<file path="src/sv/upoc_pkg.sv">
// ----------------------------------------------------------------------------
// upoc_pkg
// Constants, widths and the angle table shared by the point offset controller.
// ----------------------------------------------------------------------------
package upoc_pkg;

    // Trig unit number formats
    localparam int TRIG_Q    = 30;
    localparam int TRIG_OUT  = 14;
    localparam int XW        = 34;   // rotation x and y
    localparam int ZW        = 36;   // residual angle
    localparam int CW        = 18;   // cos and sin in Q14
    localparam int ANGLE_LEN = 24;

    localparam logic signed [XW-1:0] CORDIC_START = 34'sd652032874;
    localparam logic signed [ZW-1:0] PI_Q30       = 36'sd3373259426;
    localparam logic signed [ZW-1:0] HALF_PI_Q30  = 36'sd1686629713;

    localparam logic signed [ZW-1:0] ANGLE_STEP [ANGLE_LEN] = '{
        36'sd843314856, 36'sd497837829, 36'sd263043836, 36'sd133525158,
        36'sd67021686,  36'sd33543515,  36'sd16775850,  36'sd8388437,
        36'sd4194282,   36'sd2097149,   36'sd1048575,   36'sd524287,
        36'sd262143,    36'sd131071,    36'sd65535,     36'sd32767,
        36'sd16383,     36'sd8191,      36'sd4095,      36'sd2047,
        36'sd1023,      36'sd511,       36'sd255,       36'sd127
    };

    // Register widths
    localparam int GW = 24;          // position gain
    localparam int BW = 19;          // point offset
    localparam int RW = BW + 1;      // divider partial remainder

    // Datapath widths
    localparam int SUMW  = 50;       // error sum before clipping
    localparam int ERR_W = 39;
    localparam int LO_W  = 20;       // low slice of the error for the split multiply
    localparam int PH_W  = 44;
    localparam int GX_W  = 64;
    localparam int VBF_W = 66;
    localparam int VB_W  = 48;
    localparam int PW    = 66;       // trig by velocity products
    localparam int PS_W  = 67;
    localparam int WW    = 53;       // turn rate numerator

    localparam logic signed [SUMW-1:0]  ERR_MAX = (SUMW'(1) <<< (ERR_W - 1)) - SUMW'(1);
    localparam logic signed [VBF_W-1:0] VB_MAX  = (VBF_W'(1) <<< (VB_W - 1)) - VBF_W'(1);

    // Configuration register map
    localparam int ADDR_W = 3;
    localparam logic [ADDR_W-1:0] ADDR_GAIN   = 3'h0;
    localparam logic [ADDR_W-1:0] ADDR_OFFSET = 3'h4;

    localparam logic [GW-1:0] GAIN_RESET   = 24'd131072;
    localparam logic [BW-1:0] OFFSET_RESET = 19'd16384;

endpackage

</file>
<file path="src/sv/upoc_cordic_cell.sv">
// ----------------------------------------------------------------------------
// upoc_cordic_cell
// One rotation step of the heading trig chain; carries the sample alongside.
// ----------------------------------------------------------------------------
module upoc_cordic_cell
    import upoc_pkg::*;
#(
    parameter int STAGE = 0,
    parameter int PAY_W = 8
)
(
    input  logic                    clk,
    input  logic                    rst_n,
    input  logic                    en,
    input  logic                    vld_in,
    input  logic signed [XW-1:0]    x_in,
    input  logic signed [XW-1:0]    y_in,
    input  logic signed [ZW-1:0]    z_in,
    input  logic                    flip_in,
    input  logic [PAY_W-1:0]        pay_in,
    output logic                    vld_out,
    output logic signed [XW-1:0]    x_out,
    output logic signed [XW-1:0]    y_out,
    output logic signed [ZW-1:0]    z_out,
    output logic                    flip_out,
    output logic [PAY_W-1:0]        pay_out
);

    logic                 vld_reg;
    logic signed [XW-1:0] x_reg, y_reg, x_next, y_next, dx, dy;
    logic signed [ZW-1:0] z_reg, z_next;
    logic                 flip_reg;
    logic [PAY_W-1:0]     pay_reg;

    always_comb
    begin
        dx = y_in >>> STAGE;
        dy = x_in >>> STAGE;
        if (!z_in[ZW-1])
        begin
            x_next = x_in - dx;
            y_next = y_in + dy;
            z_next = z_in - ANGLE_STEP[STAGE];
        end
        else
        begin
            x_next = x_in + dx;
            y_next = y_in - dy;
            z_next = z_in + ANGLE_STEP[STAGE];
        end
    end

    always_ff @(posedge clk or negedge rst_n)
    begin
        if (!rst_n)
        begin
            vld_reg <= 1'b0;
        end
        else if (en)
        begin
            vld_reg <= vld_in;
        end
    end

    always_ff @(posedge clk)
    begin
        if (en)
        begin
            x_reg    <= x_next;
            y_reg    <= y_next;
            z_reg    <= z_next;
            flip_reg <= flip_in;
            pay_reg  <= pay_in;
        end
    end

    assign vld_out  = vld_reg;
    assign x_out    = x_reg;
    assign y_out    = y_reg;
    assign z_out    = z_reg;
    assign flip_out = flip_reg;
    assign pay_out  = pay_reg;

endmodule

</file>
<file path="config.mk">
export PLATFORM = sky130hd
export DESIGN_NAME = upoc_cordic_cell
export DESIGN_NICKNAME = d
export VERILOG_FILES = /design/src/sv/upoc_pkg.sv /design/src/sv/upoc_cordic_cell.sv
export SDC_FILE = /design/constraint.sdc
export NUM_CORES = 1
export LEC_CHECK = 0
export BUFFER_PORTS_ARGS = -buffer_cell sky130_fd_sc_hd__buf_2
export CORE_UTILIZATION = 50
export CTS_CLUSTER_DIAMETER = 120
export DETAILED_ROUTE_END_ITERATION = 16
export HOLD_SLACK_MARGIN = 0.03
export PLACE_DENSITY = 0.85
export SYNTH_ARGS = -nofsm -noshare
export SYNTH_HDL_FRONTEND = slang
export SYNTH_SLANG_ARGS = --single-unit
</file>
<file path="constraint.sdc">
create_clock -name clk -period 0.8 [get_ports clk]
set_input_delay 0.04 -clock clk [delete_from_list [all_inputs] [get_ports clk]]
set_output_delay 0.04 -clock clk [all_outputs]
set_load 0.005 [all_outputs]
</file>
==> metrics, run 1 <==
mean post-synth cell area 8.759 µm²; grt repair worst endpoint z_out[33]$_DFFE_PP_/D; Clock H-tree levels 4; pre-CTS WS -1994 ps; Post-Syn Area 10930 µm²; status aborted with a tool error; TritonCTS Sinks 113; CTS max path bufs 2; Yosys warnings 0; Syn Inst Count 1248; post-synth top area cell edfxtp_1; clock root cell clkbuf_16; Synth Flop Type edfxtp_1; Error [ERROR GRT-0232] Routing congestion too high. Check the congestion heatmap in the GUI.; Placed Area 16190 µm²; PortBufs 230; largest net degree at the start of global routing 56; Total GRT Usage 86.28%; top cells by area, synth edfxtp_1 31%, ha_1 15%, a21oi_1 6.9%, xnor2_1 5.8%, o21ai_0 4.0%; number of synthesized flops with an enable pin 112; Fail Step 5_1_grt; DIE HEIGHT 149.9 µm; Yosys reg bits 113; sequential area share after synthesis 30.99%; Worst EP Category sequential cell input; CTS Buf Count 17; Initial Util between 50 and 60%; Post-Syn Nets 1500; global route overflow about 320; DP HPWL approximately 33 mm; num rows 53; IO Pins 231; Die Wd 149.9 µm; Netlist cell types 76; Async SR Flop Fraction 0.8850%; post-synth top area share 30.77%; RePlAce Congestion 0.9897
==> metrics by stage <==
| stage | cells | TNS, ps |
|---|---|---|
| 4_1_cts | 2245 | -110790 |
| 3_5_place_dp | 2125 | -150190 |
| 3_3_place_gp | 2125 | -144390 |
| 2_1_floorplan | 1248 | -103500 |
==> per-layer routing <==
layer  GRT overflow  GRT usage (%)
met2            160          99.17
met1              9          82.75
met5              0          50.45
met4            136          92.58
met3             10          75.95
==> cell families after synthesis <==
family | after synthesis | share of synthesized area, %
buffers and inverters | 162 | 5.791
adder cells (fa/ha/maj) | 135 | 15.73
flip-flops | 113 | 30.99
XOR/XNOR | 92 | 7.371
multiplexers | 16 | 1.476
AND/OR/NAND/NOR | 280 | 12.42
AO/OA/AOI/OAI | 450 | 26.22
==> cell usage after synthesis (4+ instances only) <==
library cell / count
or3_1: 7
o211ai_1: 6
a21o_1: 48
o21ai_0: 87
o21a_1: 11
nand2_1: 59
nand2b_1: 8
o31ai_1: 8
fa_1: 4
xor2_1: 20
inv_1: 109
a211o_1: 8
and2_1: 11
o31a_1: 4
nand3_1: 17
nor2b_1: 17
edfxtp_1: 112
a211oi_1: 18
nor2_1: 92
buf_2: 8
nand4_1: 16
mux2i_1: 15
a21oi_1: 150
a41oi_1: 7
and3_1: 5
xnor2_1: 72
o21bai_1: 40
nor3_1: 26
nor4_1: 4
buf_1: 7
clkbuf_1: 31
a31oi_1: 14
ha_1: 131
or2_2: 4
==> timing repair <==
item | in CTS
setup buffers | 79
gates resized for setup | 321
endpoints found under the hold margin | 18
setup endpoints to repair | 212
hold buffers | 17
cloned | 3
pin swaps | 153
==> run 2, diff against run 1 <==
--- a/config.mk
+++ b/config.mk
@@ -6,11 +6,9 @@
 export NUM_CORES = 1
 export LEC_CHECK = 0
 export BUFFER_PORTS_ARGS = -buffer_cell sky130_fd_sc_hd__buf_2
-export CORE_UTILIZATION = 50
-export CTS_CLUSTER_DIAMETER = 120
+export CORE_UTILIZATION = 35
 export DETAILED_ROUTE_END_ITERATION = 16
-export HOLD_SLACK_MARGIN = 0.03
-export PLACE_DENSITY = 0.85
+export PLACE_DENSITY_LB_ADDON = 0.15
 export SYNTH_ARGS = -nofsm -noshare
 export SYNTH_HDL_FRONTEND = slang
 export SYNTH_SLANG_ARGS = --single-unit
==> constraint.sdc (replaced) <==
create_clock -name clk -period 1 [get_ports clk]
set_input_delay 0.05 -clock clk [delete_from_list [all_inputs] [get_ports clk]]
set_output_delay 0.05 -clock clk [all_outputs]
set_load 0.005 [all_outputs]
==> run 2 against run 1 <==
The flow now finishes, with violations (negative setup slack); synthesized cell count is the same; area after synthesis unchanged.
==> metrics, run 2 <==
num rows 64 (+21%); Power Density 1216 nW/µm²; post-synth top area cell edfxtp_1; Post-synth top cells 150 x a21oi_1, 131 x ha_1, 112 x edfxtp_1; Die ar. 31940 µm²; global route overflow 0; Worst Path Required 1190 ps; Clock H-tree levels 4 (unchanged); CP max stage delay 550 ps; drt wl/cell 17.96 µm; worst slew pin tran 505.7 ps; IO Pins 231 (unchanged); period utilization 228.9%; reg2reg setup slack approximately 260 ps; Max-cap violations 0; Yosys reg bits 113 (unchanged); post-synthesis xor/xnor area fraction 7.371% (unchanged); crit-path max FO 3; nets@finish roughly 2200; Die Wd 178.7 µm (+19%); initial DRC count 724; Final Hold Viols 0; clk_skew 0 ps; setup slack after layout -1289 ps; TritonCTS Sinks 113 (unchanged); pre-CTS WS -1862 ps (+131.6 ps); Setup crit end kind register; mean post-synth cell area 8.759 µm² (unchanged); number of synthesized flops with an enable pin 112 (unchanged); global-route wire length before repair ~64 mm; peak supply drop 0.001190 V; most common cell in the synthesized netlist a21oi_1; critical path, cell by cell buf_6, inv_4, ha_4, nand4_1, or2_4, or4_4, or3_4, a31o_4, a31oi_1, a21boi_2, xnor2_1; compound-cell area share of the yosys netlist 26.22% (unchanged); Adder-Cell Fraction of Synth Area 15.73% (unchanged); initial antenna violation count 1; Async SR Flop Fraction 0.8850% (unchanged); vias per cell 5.206; fmax 436.9 MHz; RePlAce Congestion 0.8946 (-9.6%); final antenna-violating net count 0; data arrival time of the worst path 2480 ps; Max-slew headroom 66.28%; Post-Syn Area 10930 µm² (unchanged); TritonRoute pass-1 iters 5; DP HPWL 32.51 mm (-2.8%); Core Region about 31000 µm²; RSZ-0062 raised after global routing yes; WS Path Type input port to register; most frequent cells in the layout 438 x buf_4, 204 x buf_2, 112 x edfxtp_1; Hold Crit Class input port to register; CP startpoint kind input port; Register-to-Register Path Depth 1; DIE HEIGHT 178.7 µm (+19%); Total GRT Usage 26.04%; post-synth top area share 30.77% (unchanged); max-slew violations 0; PortBufs 230 (unchanged); Post-Syn Nets 1500 (unchanged); Hold Slack 16.90 ps; Total Wirelength approximately 43 mm; Worst Hold Depth 2; flip-flop count of the largest register after layout 36; vias about 12000; DRC Markers 0; area grow syn2layout 81.30%; failing checks negative setup slack; CTS Buf Count 17 (unchanged); Synth Flop Type edfxtp_1; Yosys warnings 0 (unchanged); Final setup viols 109; area share of and/or/nand/nor cells after synthesis 12.42% (unchanged); Netlist cell types 76 (unchanged); top cells by area, synth edfxtp_1 31%, ha_1 15%, a21oi_1 6.9%, xnor2_1 5.8%, o21ai_0 4.0%; largest net degree at the start of global routing 53; Max stage delay cell, worst path or4_4; Worst-path clk slew about 70 ps; Final Critical Period 2289 ps; LEAKAGE 8.884 nW; clock root cell clkbuf_16; CTS max path bufs 2 (unchanged); Initial Util 35.64% (-16 points); Syn Inst Count 1248 (unchanged); largest family of logic cells by synthesized area compound AO/OA/AOI/OAI gates; share of cells above drive strength 1 a little under three fifths; clk_lat worst skew 420 ps; mux contribution to synthesized area 1.476% (unchanged); CTS tree built; vias in the first global route 12523; sequential area share after synthesis 30.99% (unchanged); status finished with violations; most common cell after layout, fill and taps aside buf_4
-- run 2: cell counts after synthesis --
No cell type changed its count.
-- run 2: final timing paths --
kind / startpoint / to
min reg2reg: vld_out / vld_out
max reg2reg: vld_out / vld_out
min: en / vld_out
min in group asynchronous: rst_n / vld_out
max in group asynchronous: rst_n / vld_out
max: x_in[21] / x_out[32]
-- run 2: cells by family (layout without fill, tap and decap cells) --
family | Yosys count | in the layout
compound gates | 450 | 450
simple gates | 280 | 280
buf+inv | 162 | 894
flops | 113 | 113
other cells | 0 | 1
mux | 16 | 16
fa+ha+maj | 135 | 135
xor+xnor | 92 | 92
-- run 2: metal layers --
metal / vias to the layer above / wire length, µm / share of wire (%) / global-route usage (%)
li1: 5981 / - / - / -
met1: 5949 / 17940 / 42 / 31.27
met2: 369 / 21580 / 51 / 46.77
met3: 75 / 1821 / 4.3 / 3.096
met4: 0 / 1345 / 3.2 / 10.63
met5: - / 0 / 0 / 0
-- run 2: worst max-delay path: cells and delay by family --
kind                       cells  cell delay [ps]
AOI/OAI and AO/OA              3              580
xor gates and xnor gates       1               70
adders and majority gates      1              250
buffers and inverters          2              110
and+or+nand+nor                4             1400
-- run 2: report_power, final --
group          leakage [nW]  switching, mW  internal [mW]
logic                  7.49           5.49           5.70
clock network         0.287           2.53           3.95
registers              1.11          0.206           6.22
total                  8.88           8.23           15.9
-- run 2: timing repair --
action                                  4_1_cts  5_1_grt
buffers inserted                             41       48
hold buffers                                 15        0
resized for setup                           310      148
pin swaps                                   154      125
endpoints found under the hold margin        14        0
endpoints found under the setup margin      132      171
-- run 2: layout make-up --
cell class / instances / area, µm²
fill: 2516 / 10850
multi-input combinational: 973 / 9174
timing repair buffer: 749 / 5634
sequential: 113 / 3388
inverter: 113 / 516.7
tap: 396 / 495.5
clock buffer: 17 / 425.4
clock inverter: 15 / 182.7
antenna: 1 / 2.502
-- run 2: metrics by stage --
stage	instances	utilization, %	power (mW)	instance area [µm²]	setup TNS [ps]
after global placement	2263	53.76	15.48	16490	-128140
after detailed placement	2263	53.76	15.58	16490	-129680
after floorplan	1248	-	11.05	11870	-85200
after CTS	2345	61.75	23.34	18940	-74250
after global routing	2377	64.62	25.26	19820	-85850
final	2377	64.62	24.10	19820	-79090
No activity file was read; power rests on OpenSTA's default activity.
