`src/sv/upoc_pkg.sv`:
```
// ----------------------------------------------------------------------------
// upoc_pkg
// Constants, widths and the angle table shared by the point offset controller.
// ----------------------------------------------------------------------------
package upoc_pkg;

    // Trig unit number formats
    localparam int TRIG_Q    = 30;
    localparam int TRIG_OUT  = 14;
    localparam int XW        = 34;   // rotation x and y
    localparam int ZW        = 36;   // residual angle
    localparam int CW        = 18;   // cos and sin in Q14
    localparam int ANGLE_LEN = 24;

    localparam logic signed [XW-1:0] CORDIC_START = 34'sd652032874;
    localparam logic signed [ZW-1:0] PI_Q30       = 36'sd3373259426;
    localparam logic signed [ZW-1:0] HALF_PI_Q30  = 36'sd1686629713;

    localparam logic signed [ZW-1:0] ANGLE_STEP [ANGLE_LEN] = '{
        36'sd843314856, 36'sd497837829, 36'sd263043836, 36'sd133525158,
        36'sd67021686,  36'sd33543515,  36'sd16775850,  36'sd8388437,
        36'sd4194282,   36'sd2097149,   36'sd1048575,   36'sd524287,
        36'sd262143,    36'sd131071,    36'sd65535,     36'sd32767,
        36'sd16383,     36'sd8191,      36'sd4095,      36'sd2047,
        36'sd1023,      36'sd511,       36'sd255,       36'sd127
    };

    // Register widths
    localparam int GW = 24;          // position gain
    localparam int BW = 19;          // point offset
    localparam int RW = BW + 1;      // divider partial remainder

    // Datapath widths
    localparam int SUMW  = 50;       // error sum before clipping
    localparam int ERR_W = 39;
    localparam int LO_W  = 20;       // low slice of the error for the split multiply
    localparam int PH_W  = 44;
    localparam int GX_W  = 64;
    localparam int VBF_W = 66;
    localparam int VB_W  = 48;
    localparam int PW    = 66;       // trig by velocity products
    localparam int PS_W  = 67;
    localparam int WW    = 53;       // turn rate numerator

    localparam logic signed [SUMW-1:0]  ERR_MAX = (SUMW'(1) <<< (ERR_W - 1)) - SUMW'(1);
    localparam logic signed [VBF_W-1:0] VB_MAX  = (VBF_W'(1) <<< (VB_W - 1)) - VBF_W'(1);

    // Configuration register map
    localparam int ADDR_W = 3;
    localparam logic [ADDR_W-1:0] ADDR_GAIN   = 3'h0;
    localparam logic [ADDR_W-1:0] ADDR_OFFSET = 3'h4;

    localparam logic [GW-1:0] GAIN_RESET   = 24'd131072;
    localparam logic [BW-1:0] OFFSET_RESET = 19'd16384;

endpackage

```
`src/sv/upoc_div_cell.sv`:
```
// ----------------------------------------------------------------------------
// upoc_div_cell
// One restoring division step: brings down a dividend bit, yields a quotient bit.
// ----------------------------------------------------------------------------
module upoc_div_cell
    import upoc_pkg::*;
#(
    parameter int QW    = 31,
    parameter int PAY_W = 8
)
(
    input  logic               clk,
    input  logic               rst_n,
    input  logic               en,
    input  logic [BW-1:0]      divisor,
    input  logic               vld_in,
    input  logic [RW-1:0]      rem_in,
    input  logic [QW-1:0]      nq_in,
    input  logic [PAY_W-1:0]   pay_in,
    output logic               vld_out,
    output logic [RW-1:0]      rem_out,
    output logic [QW-1:0]      nq_out,
    output logic [PAY_W-1:0]   pay_out
);

    logic             vld_reg;
    logic [RW-1:0]    rem_reg, rem_next;
    logic [QW-1:0]    nq_reg, nq_next;
    logic [PAY_W-1:0] pay_reg;
    logic [RW:0]      trial;
    logic             ge;

    // The top bit of nq is the next dividend bit; quotient bits enter at the bottom.
    always_comb
    begin
        trial    = {rem_in, nq_in[QW-1]};
        ge       = trial >= {2'b00, divisor};
        rem_next = ge ? RW'(trial - {2'b00, divisor}) : RW'(trial);
        nq_next  = {nq_in[QW-2:0], ge};
    end

    always_ff @(posedge clk or negedge rst_n)
    begin
        if (!rst_n)
        begin
            vld_reg <= 1'b0;
        end
        else if (en)
        begin
            vld_reg <= vld_in;
        end
    end

    always_ff @(posedge clk)
    begin
        if (en)
        begin
            rem_reg <= rem_next;
            nq_reg  <= nq_next;
            pay_reg <= pay_in;
        end
    end

    assign vld_out = vld_reg;
    assign rem_out = rem_reg;
    assign nq_out  = nq_reg;
    assign pay_out = pay_reg;

endmodule
```
`config.mk`:
```
export PLATFORM = sky130hd
export DESIGN_NAME = upoc_div_cell
export DESIGN_NICKNAME = d
export VERILOG_FILES = /design/src/sv/upoc_pkg.sv /design/src/sv/upoc_div_cell.sv
export SDC_FILE = /design/constraint.sdc
export NUM_CORES = 1
export LEC_CHECK = 0
export BUFFER_PORTS_ARGS = -buffer_cell sky130_fd_sc_hd__buf_4
export CAP_MARGIN = 30
export CORE_MARGIN = 2
export CORE_UTILIZATION = 48
export DETAILED_ROUTE_END_ITERATION = 6
export HOLD_SLACK_MARGIN = 0.06
export PLACE_DENSITY_LB_ADDON = 0.25
export SETUP_SLACK_MARGIN = 0.02
export SLEW_MARGIN = 10
export SYNTH_ARGS = -nofsm -noshare
export SYNTH_HDL_FRONTEND = slang
export SYNTH_SLANG_ARGS = --single-unit
```
`constraint.sdc`:
```
create_clock -name clk -period 1 [get_ports clk]
set_input_delay 0.05 -clock clk [delete_from_list [all_inputs] [get_ports clk]]
set_output_delay 0.05 -clock clk [all_outputs]
set_load 0.05 [all_outputs]
```
==> summary.txt, run 1 <==
Status - did not finish
Exit stage - global routing (5_1_grt)
First Err - [ERROR DPL-0033] detailed placement checks failed during check placement.
Ys Warns - 0
Mapped Avg Cell Area - 11.9 µm²
TritonCTS Buffers - 9
Worst_ep kind - sequential cell input
Final GP Congestion - 0.963
Synth Register Bits - 60
Top cell type's share of synthesized area - 54.0%
PortBufs - 141
Pre-CTS setup slack - -1.22 ns
Post-synth EDFFs - 59
Fraction of registers with async set or reset after synthesis - 1.67%
CTS root buf - clkbuf_8
Top_reg_cell synth - edfxtp_1
Worst_ep grt - rem_out[4]$_DFFE_PP_/D
Area leader, netlist - edfxtp_1
Most common cell in the netlist - edfxtp_1
Post-Syn Instances - 275
Register area share after synthesis - 54.8%
Most frequent cells after synthesis - 59 x edfxtp_1, 26 x inv_1, 19 x ha_1
Dpl cells - 562
Row Count - 30
Area contributors post-synth - edfxtp_1 54%, ha_1 7.2%, mux2_4 3.2%
Count of cell types in the netlist - 51
Die W - 86.7 µm
Largest net degree at the start of global routing - 16
HPWL Detailed - 7920 µm
Die Span Y - 86.7 µm
Mapped Nets - 377
Initial antenna violation count - 2
Ports - 142
H-Tree Level Count - 3
Worst-case clock buffer depth - 2
Sink Count - 60
Initial Utilization - 48.8%
Netlist Area Pre-Place - 0.00328 mm²
kinds of logic after synthesis:
family,Yosys count,share of synthesized area (%)
DFF,60,54.8
adders and majority gates,20,7.86
AOI/OAI and AO/OA,71,15.3
xor gates and xnor gates,9,2.40
muxes,10,4.16
buffers and inverters,35,4.69
and+or+nand+nor,70,10.8
what timing repair did:
| item | 4_1_cts |
|---|---|
| resized for setup | 27 |
| setup endpoints to repair | 28 |
| setup buffers | 4 |
| hold buffers | 50 |
| hold endpoints to repair | 49 |
| pin swaps | 8 |
| gates cloned | 1 |
stage by stage:
step | area [µm²] | util (%)
detailed placement | 5050 | 75.1
floorplan | 3380 | -
CTS | 5900 | 87.9
global placement | 5050 | 75.1
==> run 2, diff against run 1 <==
--- a/config.mk
+++ b/config.mk
@@ -8,11 +8,9 @@
 export BUFFER_PORTS_ARGS = -buffer_cell sky130_fd_sc_hd__buf_4
 export CAP_MARGIN = 30
 export CORE_MARGIN = 2
-export CORE_UTILIZATION = 48
+export CORE_UTILIZATION = 40
 export DETAILED_ROUTE_END_ITERATION = 6
-export HOLD_SLACK_MARGIN = 0.06
-export PLACE_DENSITY_LB_ADDON = 0.25
-export SETUP_SLACK_MARGIN = 0.02
+export PLACE_DENSITY_LB_ADDON = 0.15
 export SLEW_MARGIN = 10
 export SYNTH_ARGS = -nofsm -noshare
 export SYNTH_HDL_FRONTEND = slang
==> run 2 against run 1 <==
Effect of this change: the flow now finishes, with violations (setup timing); synthesized cell count unchanged; synthesized area stayed put.
==> summary.txt, run 2 <==
Largest register FFs - 31
Layout cells sized above 1 - 60.0%
Util after Layout - 78.7%
Critical Path Sink Type - flop
Critical path required time - 1.07 ns
Mapped Avg Cell Area - 11.9 µm² (unchanged)
Fraction of registers with async set or reset after synthesis - 1.67% (unchanged)
Mapped Nets - 377 (unchanged)
PnR worst setup slack - -0.709 ns
Vias in the first global route - 3312
Drt first pass iters - 4
Gr ovfl total - 0
Commonest non-fill, non-tap cell in the layout - buf_4
Status - finished with violations (was did not finish)
Die W - 94.6 µm (was 86.7 µm)
Post-synth EDFFs - 59 (unchanged)
Leakage - 0.00282 µW
Top cell type's share of synthesized area - 54.0% (unchanged)
Final net count - 650
DIE AREA - 0.00894 mm²
Slew @ Worst Pin - 0.375 ns
Peak supply drop - 655 µV
NetSw - 2980 µW
Antenna diode instance count - 0
Final Hold Viols - 0
CP Launch Type - primary input
Row Count - 33 (was 30)
Area contributors post-synth - edfxtp_1 54%, ha_1 7.2%, mux2_4 3.2% (unchanged)
Worst-case clock buffer depth - 2 (unchanged)
First-pass GRT wire length - 15900 µm
Kind of cell adding the most delay to the critical path - compound AO/OA/AOI/OAI gates
Largest net degree at the start of global routing - 29
Clock Skew - 0 ns
Worst-Skew Late Latency - 0.34 ns
Critical Path AT - 1.78 ns
Most frequent cells after synthesis - 59 x edfxtp_1, 26 x inv_1, 19 x ha_1 (unchanged)
Sink Count - 60 (unchanged)
Crit Path Class - primary input to flop
Synth Register Bits - 60 (unchanged)
Initial antenna violation count - 0
Int Pwr - 6350 µW
RSZ-0062 raised after global routing - true
Setup Viol. Count Final - 22
Crit path buf inv count - 3
Slowest-stage cell, CP - a2111oi_4
Final wirelength - 10900 µm
Post-Syn Instances - 275 (unchanged)
Placed Area - 0.00508 mm² (was 0.00505 mm²)
Core ar. - 0.00809 mm²
Comb power frac - 38.5%
Most frequent cells in the layout - 200 x buf_4, 59 x edfxtp_1, 40 x dlygate4sd3_1
Final ANT Viol Nets - 0
H-Tree Level Count - 3 (unchanged)
Count of cell types in the netlist - 51 (unchanged)
Ports - 142 (unchanged)
HPWL Detailed - 6950 µm (was 7920 µm)
Sequential fraction of design power - 34.1%
Register area share after synthesis - 54.8% (unchanged)
PortBufs - 141 (unchanged)
Layout area overhead - 94.1%
Failing checks - setup timing
Vias per inst - 4.99
Clk network pwr share - 27.4%
Sw Ratio - 32.0%
TritonCTS Buffers - 9 (unchanged)
DR vias - 3279
Max Fanout on Critical Path - 3
Area of the multi-input gates - 0.00184 mm²
Design area - 0.00637 mm²
GRT Total Usage - 23.7%
Max stage delay on crit path - 0.35 ns
Netlist Area Pre-Place - 0.00328 mm² (unchanged)
Most common cell in the netlist - edfxtp_1 (unchanged)
Seq. cell area - 0.00180 mm²
Fmax - 585 MHz
DRT iter0 DRCs - 111
Final GP Congestion - 0.875 (was 0.963)
Worst slew margin - 74.7%
Top_reg_cell synth - edfxtp_1 (unchanged)
Drc violations - 0
Power density over the cells - 1460 mW/mm²
Filler cells - 482
Initial Utilization - 40.5% (was 48.8%)
Die Span Y - 94.6 µm (was 86.7 µm)
CP cell instances - buf_8, inv_4, ha_4, nor2b_4, o2111ai_4, a21oi_2, o2111ai_2, buf_6, a2111oi_4, xor2_1
Min cycle time layout - 1.71 ns
HP Class - primary input to asynchronous set/reset pin
Avg WL per Cell - 16.6 µm
Area leader, netlist - edfxtp_1 (unchanged)
CTS root buf - clkbuf_8 (unchanged)
Clock slew at reported path FFs - 0.07 ns
CTS tree - done
Final period utilization - 171%
Max-slew violations - 0
Ys Warns - 0 (unchanged)
Max Cap Viol - 0
-- run 2: final timing paths --
path	start	cells after the start	slack, ns	endpoint
setup / recovery	divisor[1]	10	-0.71	rem_out[19]
hold / removal	rst_n	2	0.02	vld_out
setup reg to reg	vld_out	1	0.25	vld_out
hold reg to reg	vld_out	1	0.52	vld_out
max in group asynchronous	rst_n	2	0.90	vld_out
min in group clk	rem_in[4]	2	0.02	rem_out[5]
-- run 2: kinds of logic after synthesis --
family,after synthesis,synth area share [%]
AO/OA/AOI/OAI,71,15.3
AND/OR/NAND/NOR,70,10.8
flip-flops,60,54.8
buffers and inverters,35,4.69
adder cells (fa/ha/maj),20,7.86
multiplexers,10,4.16
XOR/XNOR,9,2.40
-- run 2: area by class of cell --
cell class | count | area share (%)
Clock buffer | 9 | 1.94
Clock inverter | 6 | 1.63
Inverter | 26 | 1.77
Multi-Input combinational cell | 181 | 29.0
Sequential cell | 60 | 28.2
Tap cell | 105 | 2.06
Timing Repair Buffer | 270 | 35.4
-- run 2: routing by layer --
metal	vias to the layer above	wire length (µm)	track usage [%]	share of wire [%]
met2	129	5700	43.9	52
met5	-	0	0	0
met4	0	176	8.82	1.6
li1	1577	-	-	-
met1	1561	4250	25.7	39
met3	12	752	6.46	6.9
-- run 2: metrics by stage --
step           setup slack (ns)  std cells  hold WS [ns]  power [µW]  setup TNS [ns]
2_1_floorplan             -1.05        275        -0.246        4990          -19.13
3_3_place_gp              -1.16        589        -0.175        6140          -23.28
3_5_place_dp              -1.21        589        -0.174        6160          -24.32
4_1_cts                  -0.757        651        0.0122        9030          -13.99
5_1_grt                  -0.766        657      0.000735        9710          -14.41
6_report                 -0.709        657        0.0188        9330          -13.24
-- run 2: timing repair --
item,4_1_cts,5_1_grt
hold endpoints to repair,40,0
gates resized for setup,62,59
hold buffers,40,0
pin swaps,24,36
setup endpoints to repair,23,36
setup buffers,6,6
gates cloned,1,0
-- run 2: power groups by stage --
| stage | Combinational, µW | Sequential [µW] | Clock (µW) |
|---|---|---|---|
| 6_report | 3590 | 3180 | 2560 |
| 5_1_grt | 3790 | 3200 | 2720 |
| 4_1_cts | 3300 | 3160 | 2570 |
| 3_5_place_dp | 2950 | 3210 | 0 |
| 3_3_place_gp | 2930 | 3210 | 0 |
| 2_1_floorplan | 847 | 4140 | 0 |
Note: power is estimated with default switching activity, not from simulation.
==> run 3, diff against run 2 <==
--- a/config.mk
+++ b/config.mk
@@ -11,6 +11,7 @@
 export CORE_UTILIZATION = 40
 export DETAILED_ROUTE_END_ITERATION = 6
 export PLACE_DENSITY_LB_ADDON = 0.15
+export SKIP_LAST_GASP = 1
 export SLEW_MARGIN = 10
 export SYNTH_ARGS = -nofsm -noshare
 export SYNTH_HDL_FRONTEND = slang
==> run 3 against run 2 <==
Effect of this change: the run still ends with setup timing left; sequential power barely moved; register-to-register slack is essentially flat; combinational power is essentially flat; routed wire length barely moved.
==> summary.txt, run 3 (synthesis gave the netlist of run 2 again) <==
Max Fanout on Critical Path - 6 (was 3)
Max-slew violations - 0 (unchanged)
Power density over the cells - 1460 mW/mm² (about the same)
Worst-case clock buffer depth - 2 (unchanged)
GRT Total Usage - 23.7% (unchanged)
Most frequent cells in the layout - 201 x buf_4, 59 x edfxtp_1, 40 x dlygate4sd3_1 (was 200 x buf_4, 59 x edfxtp_1, 40 x dlygate4sd3_1)
DIE AREA - 0.00894 mm² (unchanged)
Critical Path AT - 1.79 ns (was 1.78 ns)
Final period utilization - 171% (about the same)
Fmax - 586 MHz (was 585 MHz)
Critical path required time - 1.08 ns (was 1.07 ns)
Kind of cell adding the most delay to the critical path - compound AO/OA/AOI/OAI gates (unchanged)
Crit Path Class - primary input to flop (unchanged)
Clock slew at reported path FFs - 0.07 ns (about the same)
Worst slew margin - 74.7% (unchanged)
Design area - 0.00636 mm² (was 0.00637 mm²)
DRT iter0 DRCs - 97 (was 111)
First-pass GRT wire length - 15900 µm (unchanged)
Pre-CTS setup slack - -1.21 ns (unchanged)
Layout cells sized above 1 - 59.8% (was 60.0%)
Max stage delay on crit path - 0.36 ns (was 0.35 ns)
Hold WS - 0.0195 ns (was 0.0188 ns)
Initial antenna violation count - 0 (unchanged)
Final Hold Viols - 0 (unchanged)
RSZ-0062 raised after global routing - true (unchanged)
Placed Area - 0.00508 mm² (unchanged)
HPWL Detailed - 6950 µm (unchanged)
Layout area overhead - 93.9% (was 94.1%)
Failing checks - setup timing (unchanged)
Final net count - 650 (unchanged)
Die Span Y - 94.6 µm (unchanged)
CTS root buf - clkbuf_8 (unchanged)
Vias per inst - 4.99 (about the same)
Final wirelength - 10900 µm (about the same)
Peak supply drop - 655 µV (about the same)
Status - finished with violations (unchanged)
Die W - 94.6 µm (unchanged)
Setup Viol. Count Final - 21 (was 22)
Clock Skew - 0 ns (unchanged)
CP cell instances - buf_4, ha_4, a21o_1, a311o_1, o2111ai_2, and2_4, mux2_4 (was buf_8, inv_4, ha_4, nor2b_4, o2111ai_4, a21oi_2, o2111ai_2, buf_6, a2111oi_4, xor2_1)
TritonCTS Buffers - 9 (unchanged)
Final GP Congestion - 0.875 (unchanged)
Final ANT Viol Nets - 0 (unchanged)
H-Tree Level Count - 3 (unchanged)
Core ar. - 0.00809 mm² (unchanged)
Vias in the first global route - 3312 (unchanged)
Critical Path Sink Type - flop (unchanged)
Gr ovfl total - 0 (unchanged)
Leakage - 0.00282 µW (about the same)
Avg WL per Cell - 16.6 µm (about the same)
Drt first pass iters - 4 (unchanged)
Ports - 142 (unchanged)
Crit path buf inv count - 1 (was 3)
PortBufs - 141 (unchanged)
Largest net degree at the start of global routing - 29 (unchanged)
Sum Neg Setup Slack - -13.29 ns (was -13.24 ns)
Initial Utilization - 40.5% (unchanged)
CP Launch Type - primary input (unchanged)
CTS tree - done (unchanged)
Antenna diode instance count - 0 (unchanged)
DR vias - 3276 (was 3279)
Row Count - 33 (unchanged)
Max Cap Viol - 0 (unchanged)
Sink Count - 60 (unchanged)
Worst-Skew Late Latency - 0.34 ns (about the same)
Largest register FFs - 31 (unchanged)
HP Class - primary input to asynchronous set/reset pin (unchanged)
Slowest-stage cell, CP - a311o_1 (was a2111oi_4)
Min cycle time layout - 1.71 ns (about the same)
Drc violations - 0 (unchanged)
Slew @ Worst Pin - 0.375 ns (about the same)
PnR worst setup slack - -0.707 ns (was -0.709 ns)
Commonest non-fill, non-tap cell in the layout - buf_4 (unchanged)
==> run 3: cell counts in the layout (fill, tap and decap cells not counted) <==
No cell type changed its count.
==> run 3: path summary, 6_finish.rpt <==
check | from | end | slack, ns | cells after the start
setup reg to reg | vld_out | vld_out | 0.25 | 1
min in group clk | rem_in[4] | rem_out[5] | 0.02 | 2
hold reg to reg | vld_out | vld_out | 0.52 | 1
hold / removal | rst_n | vld_out | 0.02 | 2
setup / recovery | rem_in[11] | rem_out[4] | -0.71 | 7
max in group asynchronous | rst_n | vld_out | 0.90 | 2
==> run 3: what timing repair did <==
action | in CTS | in global routing
resized for setup | 62 | 57
endpoints found under the setup margin | 23 | 36
hold buffers | 40 | 0
setup buffers | 6 | 6
cloned | 1 | 0
endpoints found under the hold margin | 40 | 0
pin swaps | 24 | 35
==> run 3: area by class of cell <==
cell class	count	area [µm²]
Sequential cell	60	1800
Timing Repair Buffer	270	2250
Clock buffer	9	124
Inverter	26	113
Fill cell	486	1730
Clock inverter	6	104
Multi-Input combinational cell	181	1840
Tap cell	105	131
==> run 3: routing by layer <==
| layer | GRT usage [%] | wire, µm | vias to the layer above | part of all wire [%] |
|---|---|---|---|---|
| met5 | 0 | 0 | - | 0 |
| met4 | 8.82 | 135 | 0 | 1.2 |
| met3 | 6.46 | 741 | 10 | 6.8 |
| met2 | 43.9 | 5750 | 124 | 53 |
| met1 | 25.7 | 4260 | 1565 | 39 |
| li1 | - | - | 1577 | - |
==> run 3: through the flow <==
stage | util (%) | instances | total power [µW]
floorplan | - | 275 | 4990
global placement | 62.8 | 589 | 6140
detailed placement | 62.8 | 589 | 6160
CTS | 74.7 | 651 | 9030
global route | 78.6 | 657 | 9710
finish | 78.6 | 657 | 9320
==> run 3: report_power, final <==
group,switching (µW),internal (µW)
registers,92.5,3090
logic,1950,1630
clock network,932,1620
==> run 4, diff against run 3 <==
--- a/config.mk
+++ b/config.mk
@@ -5,12 +5,14 @@
 export SDC_FILE = /design/constraint.sdc
 export NUM_CORES = 1
 export LEC_CHECK = 0
+export ABC_AREA = 1
 export BUFFER_PORTS_ARGS = -buffer_cell sky130_fd_sc_hd__buf_4
 export CAP_MARGIN = 30
+export CORE_ASPECT_RATIO = 0.6
 export CORE_MARGIN = 2
 export CORE_UTILIZATION = 40
 export DETAILED_ROUTE_END_ITERATION = 6
-export PLACE_DENSITY_LB_ADDON = 0.15
+export PLACE_DENSITY = 0.7
 export SKIP_LAST_GASP = 1
 export SLEW_MARGIN = 10
 export SYNTH_ARGS = -nofsm -noshare
==> run 4 against run 3 <==
Effect of this change: the flow finishes with violations (hold timing, setup timing); clock skew unchanged; core utilization up 4.0 points; cell count up 21%; cell area up 9.0%; global-route usage up 3.5 points; register-to-register slack worse by 0.02 ns; clock-buffer cell count unchanged; clock power up 30%; largest cell class unchanged.
==> summary.txt, run 4 <==
Ys Warns - 0 (unchanged)
TritonCTS Buffers - 9 (unchanged)
Row Count - 26 (was 33)
Area share of fa/ha/maj cells after synthesis - 7.56% (was 7.86%)
Dpl cells - 700 (was 589)
Area leader, netlist - edfxtp_1 (unchanged)
Worst-case clock buffer depth - 2 (unchanged)
Count of cell types in the netlist - 28 (was 51)
Register area share after synthesis - 52.7% (was 54.8%)
Most frequent cells in the layout - 201 x buf_4, 96 x nand2_1, 59 x edfxtp_1 (was 201 x buf_4, 59 x edfxtp_1, 40 x dlygate4sd3_1)
Critical Path Sink Type - flop (unchanged)
Area contributors post-synth - edfxtp_1 52%, nand2_1 16%, inv_1 7.4% (was edfxtp_1 54%, ha_1 7.2%, mux2_4 3.2%)
Core ar. - 0.00839 mm² (was 0.00809 mm²)
Kind of cell adding the most delay to the critical path - simple AND/OR/NAND/NOR gates (was compound AO/OA/AOI/OAI gates)
Max-slew violations - 0 (unchanged)
RSZ-0062 raised after global routing - true (unchanged)
First-pass GRT wire length - 18600 µm (was 15900 µm)
Drc violations - 0 (unchanged)
Combinational family with the most area after synthesis - simple AND/OR/NAND/NOR gates (was compound AO/OA/AOI/OAI gates)
DIE AREA - 0.00930 mm² (was 0.00894 mm²)
Hold WS - -0.0134 ns (was 0.0195 ns)
DR vias - 3943 (was 3276)
DRT iter0 DRCs - 267 (was 97)
Initial Utilization - 40.6% (was 40.5%)
Post-synthesis xor/xnor area fraction - 2.57% (was 2.40%)
Worst slew margin - 79.3% (was 74.7%)
Synth Area in Compound Gates - 3.27% (was 15.3%)
Final Hold Viols - 2 (was 0)
Sink Count - 60 (unchanged)
Critical Path Stages - 12 (was 7)
Design area - 0.00693 mm² (was 0.00636 mm²)
Final wirelength - 14200 µm (was 10900 µm)
Max stage delay on crit path - 0.25 ns (was 0.36 ns)
Top_reg_cell synth - edfxtp_1 (unchanged)
Mapped Avg Cell Area - 8.74 µm² (was 11.9 µm²)
Fin cells - 795 (was 657)
Leakage - 0.00333 µW (was 0.00282 µW)
Fmax - 683 MHz (was 586 MHz)
Setup Viol. Count Final - 21 (unchanged)
Mapped Nets - 492 (was 377)
Antenna diode instance count - 0 (unchanged)
HP Class - primary input to flop (was primary input to asynchronous set/reset pin)
Final ANT Viol Nets - 0 (unchanged)
Failing checks - hold timing, setup timing (was setup timing)
Netlist Area Pre-Place - 0.00341 mm² (was 0.00328 mm²)
Most frequent cells after synthesis - 147 x nand2_1, 67 x inv_1, 59 x edfxtp_1, 22 x nor2_1, 21 x nand3_1 (was 59 x edfxtp_1, 26 x inv_1, 19 x ha_1)
CP Launch Type - primary input (unchanged)
HPWL Detailed - 7970 µm (was 6950 µm)
Status - finished with violations (unchanged)
Crit path buf inv count - 4 (was 1)
Crit Path Class - primary input to flop (unchanged)
Post-synth EDFFs - 59 (unchanged)
Commonest non-fill, non-tap cell in the layout - buf_4 (unchanged)
Die Span Y - 75.5 µm (was 94.6 µm)
R2r worst-path depth - 1 (unchanged)
Fraction of registers with async set or reset after synthesis - 1.67% (unchanged)
Slowest-stage cell, CP - ha_4 (was a311o_1)
Util after Layout - 82.6% (was 78.6%)
Drt first pass iters - 5 (was 4)
PnR worst setup slack - -0.465 ns (was -0.707 ns)
Largest net degree at the start of global routing - 29 (unchanged)
Initial antenna violation count - 0 (unchanged)
Vias per inst - 4.96 (was 4.99)
Worst Hold Depth - 3
Placed Area - 0.00540 mm² (was 0.00508 mm²)
Critical Path AT - 1.56 ns (was 1.79 ns)
Peak supply drop - 958 µV (was 655 µV)
Min cycle time layout - 1.46 ns (was 1.71 ns)
Final net count - 781 (was 650)
Vias in the first global route - 3663 (was 3312)
Post-synthesis simple-gate area fraction - 24.9% (was 10.8%)
H-Tree Level Count - 3 (unchanged)
Critical path required time - 1.10 ns (was 1.08 ns)
Max Cap Viol - 0 (unchanged)
Worst-Skew Late Latency - 0.34 ns (about the same)
CTS root buf - clkbuf_16 (was clkbuf_8)
Critical Path Most Common Cell - nand2_1
Post-Syn Instances - 390 (was 275)
Power density over the cells - 1510 mW/mm² (was 1460 mW/mm²)
Ports - 142 (unchanged)
Die W - 123 µm (was 94.6 µm)
Final GP Congestion - 0.856 (was 0.875)
Clock Skew - 0 ns (unchanged)
CP cell instances - buf_6, ha_4, nand2_1, nand2_1, inv_1, nand2_2, buf_4, buf_4, a21oi_1, nand3_1, nand3_4, nand2_1 (was buf_4, ha_4, a21o_1, a311o_1, o2111ai_2, and2_4, mux2_4)
Most common cell in the netlist - nand2_1 (was edfxtp_1)
Mux contribution to synthesized area - 0.330% (was 4.16%)
Avg WL per Cell - 17.9 µm (was 16.6 µm)
GRT Total Usage - 27.2% (was 23.7%)
Gr ovfl total - 0 (unchanged)
Top cell type's share of synthesized area - 52.0% (was 54.0%)
CTS tree - done (unchanged)
Final period utilization - 146% (was 171%)
Largest register FFs - 31 (unchanged)
Max Fanout on Critical Path - 4 (was 6)
PortBufs - 141 (unchanged)
Clock slew at reported path FFs - 0.05 ns (was 0.07 ns)
Layout cells sized above 1 - 55.6% (was 59.8%)
Layout area overhead - 103% (was 93.9%)
Slew @ Worst Pin - 0.308 ns (was 0.375 ns)
Synth Register Bits - 60 (unchanged)
==> run 4: area by class of cell <==
cell class / instances / area, µm²
clock buffers: 9 / 225
clock inverters: 6 / 80.1
fillers: 435 / 1460
inverters: 70 / 308
multi-input cells: 258 / 1980
flip-flops and latches: 60 / 1800
well taps: 112 / 140
repair buffers: 277 / 2370
repair inverters: 3 / 33.8
==> run 4: cells by family (layout without fill, tap and decap cells) <==
kind of cell,count (synthesis),after routing
fa+ha+maj,20,20
flops,60,60
simple gates,205,206
buf+inv,73,365
mux,1,1
xor+xnor,10,10
compound gates,21,21
==> run 4: worst min-delay path, stage by stage <==
cell and delay (ns):
buf_6 0.08, nand2_2 0.04, nand2_1 0.05
==> run 4: final timing paths <==
check | startpoint | to | slack (ns)
max | rem_in[11] | rem_out[17] | -0.46
min | rem_in[2] | rem_out[3] | -0.01
max reg2reg | vld_out | vld_out | 0.23
min reg2reg | vld_out | vld_out | 0.54
max in group asynchronous | rst_n | vld_out | 0.90
min in group asynchronous | rst_n | vld_out | 0.02
==> run 4: through the flow <==
step / TNS, ns / total power [µW] / worst slack, ns
2_1_floorplan: -9.07 / 5100 / -0.487
3_3_place_gp: -13.82 / 6310 / -0.730
3_5_place_dp: -14.62 / 6370 / -0.741
4_1_cts: -5.88 / 10000 / -0.317
5_1_grt: -9.42 / 10800 / -0.501
6_report: -8.34 / 10500 / -0.465
==> run 4: per-layer routing <==
metal | vias to the layer above | GRT usage [%] | wire length, µm | share of wire [%]
li1 | 1825 | - | - | -
met1 | 1847 | 33.8 | 5610 | 39
met2 | 226 | 48.4 | 7000 | 49
met3 | 45 | 6.36 | 1220 | 8.5
met4 | 0 | 7.45 | 405 | 2.8
met5 | - | 0 | 0 | 0
==> run 4: where the power goes <==
| group | leakage [µW] | internal, µW | switching, µW |
|---|---|---|---|
| Sequential | 0.000589 | 3090 | 93.3 |
| Combinational | 0.00260 | 1670 | 2310 |
| Clock | 0.000148 | 2140 | 1180 |
| Total | 0.00333 | 6900 | 3580 |
==> run 4: timing repair <==
item                                    in CTS  in global routing
pin swaps                                   14                 32
endpoints found under the setup margin      21                 25
resized for setup                           59                 77
endpoints found under the hold margin       47                  0
gates cloned                                 2                  4
hold buffers                                47                  0
setup buffers                               21                  6
